**config.mk**
```make
export PLATFORM = sky130hd
export DESIGN_NAME = kha_hash
export DESIGN_NICKNAME = d
export VERILOG_FILES = /design/src/hw/rtl/kha_pkg.sv /design/src/hw/rtl/kha_hash.sv
export SDC_FILE = /design/constraint.sdc
export NUM_CORES = 1
export LEC_CHECK = 0
export BUFFER_PORTS_ARGS = -buffer_cell sky130_fd_sc_hd__buf_2
export CORE_AREA = 10 10 117 98
export DETAILED_ROUTE_END_ITERATION = 7
export DIE_AREA = 0 0 127 108
export GPL_TIMING_DRIVEN = 0
export HOLD_SLACK_MARGIN = 0.06
export PLACE_DENSITY = 0.84
export SYNTH_ARGS = -nofsm -noshare
export SYNTH_HDL_FRONTEND = slang
export SYNTH_SLANG_ARGS = --single-unit
```
**constraint.sdc**
```tcl
create_clock -name aclk -period 6.3 [get_ports aclk]
set_input_delay 0 -clock aclk [delete_from_list [all_inputs] [get_ports aclk]]
set_output_delay 0 -clock aclk [all_outputs]
set_load 0.02 [all_outputs]
```
**src/hw/rtl/kha_pkg.sv**
```systemverilog
// ----------------------------------------------------------------------------
// kha_pkg
// Shared sizes, types and codes of the key-to-id hash assigner.
// ----------------------------------------------------------------------------
`default_nettype none

package kha_pkg;

    localparam int BUCKETS    = 1024;   // power of two, the hash is masked to it
    localparam int ENTRIES    = 2048;
    localparam int HASH_SHIFT = 10;

    localparam int BKT_W  = $clog2(BUCKETS);
    localparam int SLOT_W = $clog2(ENTRIES);
    localparam int CNT_W  = $clog2(ENTRIES + 1);
    // only the low product bits up to the top of the bucket field matter
    localparam int HASH_W = HASH_SHIFT + BKT_W;

    localparam int KEY_W = 48;
    localparam int OFS_W = 16;
    localparam int ID_W  = 17;

    localparam logic KIND_LOOKUP = 1'b0;
    localparam logic KIND_CLEAR  = 1'b1;

    typedef struct packed {
        logic              vld;
        logic [SLOT_W-1:0] slot;
    } head_t;

    typedef struct packed {
        head_t            link;
        logic [KEY_W-1:0] key;
    } entry_t;

    typedef struct packed {
        logic             en;
        logic [BKT_W-1:0] addr;
        head_t            data;
    } head_wr_t;

    typedef struct packed {
        logic             en;
        logic [BKT_W-1:0] addr;
    } head_rd_t;

    typedef struct packed {
        logic              en;
        logic [SLOT_W-1:0] addr;
        entry_t            data;
    } entry_wr_t;

    typedef struct packed {
        logic              en;
        logic [SLOT_W-1:0] addr;
    } entry_rd_t;

endpackage

`default_nettype wire

```
**src/hw/rtl/kha_hash.sv**
```systemverilog
// ----------------------------------------------------------------------------
// kha_hash
// Bucket index: bits HASH_SHIFT and up of key squared, registered.
// ----------------------------------------------------------------------------
`default_nettype none

module kha_hash
    import kha_pkg::*;
(
    input  wire logic              aclk,
    input  wire logic              en,
    input  wire logic [HASH_W-1:0] key_lo,
    output logic      [BKT_W-1:0]  bucket
);

    logic [HASH_W-1:0] sq;
    logic [BKT_W-1:0]  bucket_reg;

    // the low HASH_W bits of the square depend only on the low HASH_W key bits
    assign sq = key_lo * key_lo;

    always_ff @(posedge aclk) begin
        if (en) begin
            bucket_reg <= sq[HASH_SHIFT +: BKT_W];
        end
    end

    assign bucket = bucket_reg;

endmodule

`default_nettype wire

```
== Word level (Yosys, flattened, before mapping) ==
Cells that the tools add are included.

* Bits in registers: 10
* Bits of input ports: 22
* Output and inout port bits: 10
* Word-level logic and storage cells: 2

* Multipliers: 1

{| class="wikitable"
|+ Operator list
! operator !! number
|-
| multiplier 20 x 20 -> 20 bit || 1
|}

== Depth between registers and ports, before layout ==
Gate-level depths: netlist (run 1).

* Word-level depth: 1
* Depth in mapped cells: 23
* Depth with buffers taken out: 22

== Worst setup path before layout (run 1) ==
OpenSTA, ideal clock, no wires.

* Kind: input port to flip-flop
* Start point: in key_lo[2]
* End point: reg bucket_reg[9], in the netlist bucket[9], data pin
* Library setup time: 266 ps
* Data arrival time: 5,728 ps
* Data required time: 6,034 ps
* Setup slack: 306 ps
* Cell stages on the path: 20
* Buffers on the path: 2
* Cells stage by stage: clkbuf_1 > clkbuf_1 > nand2_1 > fa_1 > inv_1 > fa_1 > fa_1 > fa_1 > inv_1 > fa_1 > inv_1 > fa_1 > fa_1 > ha_1 > and4_1 > a21boi_1 > a222oi_1 > nor3_1 > a2111oi_2 > xnor2_1

* Word-level cells in the longest chain between the ends: 1

{| class="wikitable"
|+ RTL lines
! what !! RTL line !! source
|-
| start, declared || kha_hash.sv:12 || <nowiki>input wire logic [HASH_W-1:0] key_lo,</nowiki>
|-
| multiplier 20 x 20 -> 20 bit || kha_hash.sv:20 || <nowiki>assign sq = key_lo * key_lo;</nowiki>
|-
| named net sq[19] || kha_hash.sv:16 || <nowiki>logic [HASH_W-1:0] sq;</nowiki>
|-
| end signal, assigned || kha_hash.sv:24 || <nowiki>bucket_reg <= sq[HASH_SHIFT +: BKT_W];</nowiki>
|-
| end, declared || kha_hash.sv:17 || <nowiki>logic [BKT_W-1:0] bucket_reg;</nowiki>
|}

The timed path passes the listed nets, and every way through them passes these cells.
A chain may end at the register's enable or synchronous reset.

== Worst setup path in the final report (run 1) ==
* Start point: in key_lo[4]
* End point: reg bucket_reg[9], in the netlist bucket[9], data pin

Same word-level chain as after synthesis.

==> flow_summary.yaml, run 1 <==
critical_path:
  cp_slowest_cell: "fa_1"
  path_cells: "buf_2 -> buf_4 -> nand2_1 -> fa_1 -> inv_1 -> fa_1 -> fa_1 -> fa_1 -> inv_1 -> fa_1 -> inv_1 -> fa_1 -> fa_1 -> ha_1 -> and4_1 -> a21boi_1 -> a222oi_1 -> buf_4 -> nor3_1 -> a2111oi_2 -> xnor2_1"
  crit_top_cell: "fa_1"
  path_max_fanout: 10
  worst-path-buf-inv: 6
  cp-end-kind: "register"
  crit_path_max_incr_delay_ns: 0.58
  cp_top_family: "adder cells"
  startpoint_type: "input pin"
  cp_data_required_time_ns: 6.28
  critPathArrivalTime_ns: 5.90
  critical_path_class: "input pin to register"
drt:
  wl_per_cell_um: 15.8
  via_count: 3488
  drc: 0
  dr.first_iter.drc_count: 246
  via_per_inst: 5.11
  antenna_left: 0
  finalWirelength_um: 10800
  dr.pass1.iters: 4
outcome:
  status: "complete, no violations"
clock_network:
  cts_made_buffers: 3
  root_buffer: "clkbuf_16"
  cts_buffer_depth: 2
  tritoncts: "yes"
  clk_pin_slew_ns: 0.04
  hold_buffers: 0
  h-tree-depth: 1
  cts.sinks: 10
logic_synthesis:
  synth.cell_area_sq_um: 5170
  synthDistinctLibCells: 30
  synth_area_leaders: "fa_1, ha_1, inv_1"
  syn_area_per_cell_sq_um: 9.62
  ys_ff_latch: 10
  ys_warn_count: 0
  syn-instance-count: 537
  synth_top_cell_area_share_pct: 46.1
  yosys.area.top_type: "fa_1"
  yosysSeqAreaShare_pct: 5.81
  syn_nets: 747
timing:
  slew_violations: 0
  relSlewSlack_pct: 61.0
  setup_violations: 0
  hold_viol_final: 0
  period_share_pct: 93.9
  fmax_mhz: 169
  rsz0062_at_grt: "false"
  fin_crit_ns: 5.92
  whs_ns: 0.130
  worst_pin_slew_ns: 0.584
  final.setup.tns_ns: 0
job:
  maxCapViolations: 0
global_routing:
  grt_usage_pct: 17.1
  grt_pass1_wl_um: 19200
  antenna_found_initial: 0
  grt_max_degree: 12
  met2_usage_pct: 30.9
  grtUsageMet3_pct: 1.76
  overflow: 0
  grt_pass1_vias: 4145
  grt.met1_usage_pct: 21.5
  grt_busiest_layer: "met2"
place:
  gp_congestion: 0.868
  numPortBuffers: 28
  dp_hpwl_um: 9830
cells_and_area:
  fin_util_pct: 59.6
  final_common_cell: "inv_1"
  drive_above_1_share_pct: 6.91
  area_delta_synth_final_pct: 7.07
  largest_reg_flops: 10
  antenna_cells: 0
  fin_nets: 775
  final_cell_mix: "inv_1, fa_1, ha_1"
floorplanning:
  initial_core_util_pct: 55.6
  num_io_pins: 32
  rows: 32
  die_area_sq_um: 13700
  die_h_um: 108
  die_w_um: 127
  core_area_sq_um: 9290
min_path:
  min_path_type: "input pin to register"
==> cells in the mapped netlist <==
| cell type | count |
|---|---|
| inv_1 | 160 |
| fa_1 | 119 |
| ha_1 | 69 |
| nand2_1 | 52 |
| and2_1 | 38 |
| xnor2_1 | 20 |
| clkbuf_1 | 15 |
| edfxtp_1 | 10 |
| a21o_1 | 8 |
| a21oi_1 | 7 |
| nor2_1 | 7 |
| xor2_1 | 7 |
| nand3_1 | 4 |
| o21ai_0 | 3 |
| nand2b_1 | 2 |
| o211ai_1 | 2 |
| a2111oi_2 | 1 |
| a21boi_1 | 1 |
| a222oi_1 | 1 |
| a31o_2 | 1 |
| a31oi_1 | 1 |
| and3b_1 | 1 |
| and4_1 | 1 |
| mux2i_1 | 1 |
| nor2b_1 | 1 |
| nor3_1 | 1 |
| nor4_1 | 1 |
| o21ai_1 | 1 |
| o21bai_1 | 1 |
| or2_2 | 1 |
==> through the flow <==
| step | cells | setup WS (ns) | instance area (sq um) |
|---|---|---|---|
| finish | 683 | 0.382 | 5530 |
| global route | 683 | 0.0249 | 5530 |
| CTS | 688 | 0.0946 | 5540 |
| detailed placement | 684 | -0.778 | 5460 |
| global placement | 684 | -0.653 | 5460 |
| floorplan | 537 | 0.306 | 5170 |
==> per-layer routing <==
layer | part of all wire [%] | routed length [um]
met1 | 41 | 4470
met2 | 51 | 5440
met3 | 6.3 | 678
met4 | 1.7 | 183
met5 | 0 | 0
==> worst paths after layout <==
| check | start | to | cells past startpoint |
|---|---|---|---|
| max | key_lo[4] | bucket[9]$_DFFE_PP_ | 21 |
| min | en | bucket[3]$_DFFE_PP_ | 1 |
==> logic make-up after synthesis <==
| family | after synthesis | synth area share, % |
|---|---|---|
| DFF | 10 | 5.81 |
| xor gates and xnor gates | 27 | 4.58 |
| buffers and inverters | 175 | 12.7 |
| and+or+nand+nor | 109 | 10.3 |
| muxes | 1 | 0.194 |
| adders and majority gates | 188 | 62.8 |
| AOI/OAI and AO/OA | 27 | 3.58 |
==> layout make-up <==
type	count	area (sq um)
fill	771	3760
tap	119	149
clock buffer	3	75.1
clock inverter	1	3.75
buffer	9	46.3
timing repair buffer	29	148
multi-input combinational	352	4210
sequential	10	300
inverter	160	601
==> what timing repair did <==
item | in CTS | in global routing
gates resized for setup | 1 | 14
buffers inserted | 1 | 0
cloned | 0 | 0
endpoints found under the setup margin | 7 | 5
pin swaps | 1 | 0
Power of run 1 is left out: the tool's default activity adds up to more than one toggle a clock period on the data nets, which glitch-free logic cannot reach.
==> inputs of run 2 (changes only) <==
Settings changed: CORE_AREA 10 10 117 98 to 10 10 114 95, DIE_AREA 0 0 127 108 to 0 0 124 105, PLACE_DENSITY 0.84 to 0.86.
Clock period 6.3 ns to 6.25 ns, I/O delays scaled along.
==> run 2 against run 1 <==
  * Cell area is 0.66% lower
  * Via count is 0.40% higher
  * Sequential cell count did not move
  * Wire length shrank 0.89%
  * Critical path depth is 2 higher
  * Sequential share of layout area about the same
  * Setup slack got worse by 0.12 ns
  * Core utilization grew 5.5 points
  * Cell count shrank 0.59%
==> flow_summary.yaml, run 2 (synthesized netlist as in run 1, its figures left out) <==
floorplanning:
  rows: 30
  core_area_sq_um: 8450
  die_w_um: 124
  num_io_pins: 32
  die_area_sq_um: 13000
  die_h_um: 105
  initial_core_util_pct: 61.2
drt:
  via_count: 3502
  finalWirelength_um: 10700
  antenna_left: 0
  wl_per_cell_um: 15.7
  dr.first_iter.drc_count: 217
  dr.pass1.iters: 4
  via_per_inst: 5.16
  drc: 0
critical_path:
  critPathArrivalTime_ns: 5.96
  crit_path_max_incr_delay_ns: 0.55
  cp.depth: 23
  path_max_fanout: 10
  crit_top_cell: "fa_1"
  startpoint_type: "input pin"
  cp_data_required_time_ns: 6.22
  cp-end-kind: "register"
  worst-path-buf-inv: 5
  cp_top_family: "adder cells"
  critical_path_class: "input pin to register"
  path_cells: "buf_2 -> clkbuf_1 -> nand2_1 -> xor2_1 -> ha_1 -> a31o_2 -> ha_1 -> a21o_1 -> fa_1 -> fa_1 -> inv_1 -> fa_1 -> inv_1 -> fa_1 -> fa_1 -> ha_1 -> and4_1 -> a21boi_1 -> a222oi_1 -> buf_4 -> nor3_1 -> a2111oi_2 -> xnor2_1"
  startpoint: "key_lo[7]"
  cp_slowest_cell: "fa_1"
clock_network:
  h-tree-depth: 1
  tritoncts: "yes"
  cts_made_buffers: 3
  clk_pin_slew_ns: 0.04
  root_buffer: "clkbuf_8"
  cts_buffer_depth: 2
  hold_buffers: 0
  cts.sinks: 10
cells_and_area:
  final_area_sq_um: 5500
  final_cell_mix: "inv_1, fa_1, ha_1"
  final_common_cell: "inv_1"
  final_cells: 679
  antenna_cells: 0
  fin_nets: 778
  drive_above_1_share_pct: 6.88
  area_delta_synth_final_pct: 6.37
  largest_reg_flops: 10
global_routing:
  grt_pass1_vias: 4176
  grt_pass1_wl_um: 18900
  grt_max_degree: 11
  antenna_found_initial: 0
  grt_usage_pct: 17.8
  overflow: 0
timing:
  slew_violations: 0
  rsz0062_at_grt: "false"
  worst_pin_slew_ns: 0.608
  fin_crit_ns: 5.99
  setup_violations: 0
  hold_viol_final: 0
  relSlewSlack_pct: 59.5
  fmax_mhz: 167
  period_share_pct: 95.8
  final.setup.tns_ns: 0
  worst_slack_ns: 0.264
outcome:
  status: "complete, no violations"
min_path:
  hp-start: "en"
  min_path_type: "input pin to register"
  whs_path_depth: 1
job:
  maxCapViolations: 0
place:
  numPortBuffers: 28
  place_inst: 677
  gp_congestion: 0.862
  post_dp_cell_area_sq_um: 5450
  dpl_worst_slack_ns: -0.822
  dp_hpwl_um: 9760
-- run 2: cell types whose count changed in the layout (fill, tap and decap cells not counted) --
cell       previous run  this run
clkbuf_2              1         2
clkbuf_16             3         0
clkbuf_1              5         8
buf_4                 3         1
buf_2                28        29
clkbuf_8              0         3
-- run 2: area by class of cell --
type	instances	area (sq um)
timing repair buffer	29	148
buffer	12	52.6
clock buffer	3	41.3
tap	112	140
sequential	10	300
multi-input combinational	352	4210
clock inverter	1	3.75
fill	686	2950
inverter	160	601
-- run 2: worst paths after layout --
| path | to | slack, ns |
|---|---|---|
| hold / removal | bucket[4]$_DFFE_PP_ | 0.13 |
| setup / recovery | bucket[9]$_DFFE_PP_ | 0.26 |
-- run 2: layer usage --
| metal | GRT usage [%] | wire length (um) |
|---|---|---|
| met5 | 0 | 0 |
| met4 | 5.58 | 251 |
| met3 | 2.15 | 805 |
| met2 | 30.0 | 5310 |
| met1 | 23.3 | 4310 |
-- run 2: stage by stage --
| step | hold slack (ns) | util [%] |
|---|---|---|
| 2_1_floorplan | 0.112 | - |
| 3_3_place_gp | 0.369 | 64.5 |
| 3_5_place_dp | 0.376 | 64.5 |
| 4_1_cts | 0.133 | 65.2 |
| 5_1_grt | 0.142 | 65.1 |
| 6_report | 0.130 | 65.1 |
-- run 2: what timing repair did --
item                       4_1_cts  5_1_grt
gates resized for setup          2        7
setup endpoints to repair        7        6
pin swaps                        1        0
setup buffers                    1        0
Power of run 2 is left out for the same reason.
==> inputs of run 3 (changes only) <==
Settings changed: CORE_AREA 10 10 114 95 to 10 10 108 91, DIE_AREA 0 0 124 105 to 0 0 118 101, PLACE_DENSITY 0.86 to 0.93, SKIP_LAST_GASP from default to 1.
Clock period 6.25 ns to 7.4 ns, I/O delays scaled along.
==> run 3 against run 2 <==
  * Cell area is 0.16% lower
  * Critical path depth shrank 1
  * Hold slack improved by 0.011 ns
  * Die area shrank 8.5%
  * Sequential share of layout area about the same
  * Wire length up 5.6%
  * Via count rose by 3.1%
  * Highest routed layer unchanged
==> flow_summary.yaml, run 3 (synthesized netlist as in run 1, its figures left out) <==
outcome:
  status: "complete, no violations"
floorplanning:
  rows: 29
  die_h_um: 101
  die_w_um: 118
  core_area_sq_um: 7690
  initial_core_util_pct: 67.2
  num_io_pins: 32
  die_area_sq_um: 11900
critical_path:
  cp_slowest_cell: "a222oi_1"
  crit_path_max_incr_delay_ns: 0.66
  crit_top_cell: "fa_1"
  cp_top_family: "adder cells"
  cp_data_required_time_ns: 7.37
  path_cells: "buf_2 -> clkbuf_1 -> clkbuf_1 -> nand2_1 -> inv_1 -> fa_1 -> ha_1 -> a21o_1 -> fa_1 -> fa_1 -> inv_1 -> fa_1 -> inv_1 -> fa_1 -> fa_1 -> ha_1 -> and4_1 -> a21boi_1 -> a222oi_1 -> nor3_1 -> a2111oi_2 -> xnor2_1"
  cp-end-kind: "register"
  worst-path-buf-inv: 6
  startpoint: "key_lo[2]"
  path_max_fanout: 10
  startpoint_type: "input pin"
  critPathArrivalTime_ns: 6.94
  critical_path_class: "input pin to register"
clock_network:
  cts_made_buffers: 3
  h-tree-depth: 1
  clk_pin_slew_ns: 0.05
  tritoncts: "yes"
  hold_buffers: 0
  root_buffer: "clkbuf_8"
  cts_buffer_depth: 2
  cts.sinks: 10
  post_cts_buffers: 0
  cts_resized: 0
global_routing:
  antenna_found_initial: 0
  overflow: 0
  grt_max_degree: 11
  grt_pass1_wl_um: 19700
  grt_pass1_vias: 4351
  grt_usage_pct: 20.4
drt:
  drc: 0
  dr.pass1.iters: 4
  via_count: 3611
  via_per_inst: 5.33
  dr.first_iter.drc_count: 235
  wl_per_cell_um: 16.7
  finalWirelength_um: 11300
  antenna_left: 0
cells_and_area:
  final_cell_mix: "inv_1, fa_1, ha_1"
  antenna_cells: 0
  drive_above_1_share_pct: 5.98
  largest_reg_flops: 10
  final_common_cell: "inv_1"
  final_area_sq_um: 5490
  fin_nets: 780
  area_delta_synth_final_pct: 6.20
min_path:
  hp-start: "en"
  whs_path_depth: 1
  min_path_type: "input pin to register"
  min_to: "bucket[4]$_DFFE_PP_"
job:
  maxCapViolations: 0
timing:
  rsz0062_at_grt: "false"
  final.setup.tns_ns: 0
  setup_violations: 0
  slew_violations: 0
  fin_crit_ns: 6.96
  relSlewSlack_pct: 45.1
  period_share_pct: 94.1
  fmax_mhz: 144
  hold_viol_final: 0
  worst_pin_slew_ns: 0.823
place:
  numPortBuffers: 28
  dp_hpwl_um: 10100
  post_dp_cell_area_sq_um: 5440
  gp_congestion: 0.890
==> run 3: cell count changes in the layout (fill, tap and decap cells not counted), sizes merged <==
| cell | delta |
|---|---|
| buf | -2 |
| clkbuf | +4 |
==> run 3: how the worst max path moves through the flow <==
| stage | to | cells past startpoint |
|---|---|---|
| finish | bucket[9]$_DFFE_PP_ | 22 |
| global route | bucket[9]$_DFFE_PP_ | 21 |
| CTS | bucket[9]$_DFFE_PP_ | 22 |
| detailed placement | bucket[9]$_DFFE_PP_ | 22 |
| global placement | bucket[9]$_DFFE_PP_ | 22 |
| floorplan | bucket[9]$_DFFE_PP_ | 20 |
==> run 3: cell type report <==
class / count / area, sq um
Inverter: 160 / 601
Fill cell: 582 / 2200
Multi-Input combinational cell: 352 / 4210
Buffer: 15 / 56.3
Timing Repair Buffer: 28 / 140
Tap cell: 108 / 135
Sequential cell: 10 / 300
Clock buffer: 3 / 41.3
Clock inverter: 1 / 3.75
==> run 3: layer usage <==
| metal | up-vias | part of all wire, % | track usage, % |
|---|---|---|---|
| met5 | - | 0 | 0 |
| met3 | 24 | 7.2 | 3.86 |
| met4 | 0 | 2.1 | 7.02 |
| li1 | 1626 | - | - |
| met1 | 1816 | 40 | 23.2 |
| met2 | 145 | 51 | 37.7 |
==> run 3: metrics by stage <==
stage | std cells | hold WS (ns) | util [%] | setup slack, ns
final | 677 | 0.141 | 71.3 | 0.436
after global routing | 677 | 0.146 | 71.3 | 0.126
after CTS | 677 | 0.136 | 71.3 | 0.500
after detailed placement | 673 | 0.377 | 70.8 | 0.295
after global placement | 673 | 0.369 | 70.8 | 0.495
after floorplan | 537 | 0.112 | - | 1.41
Power of run 3 is left out for the same reason.
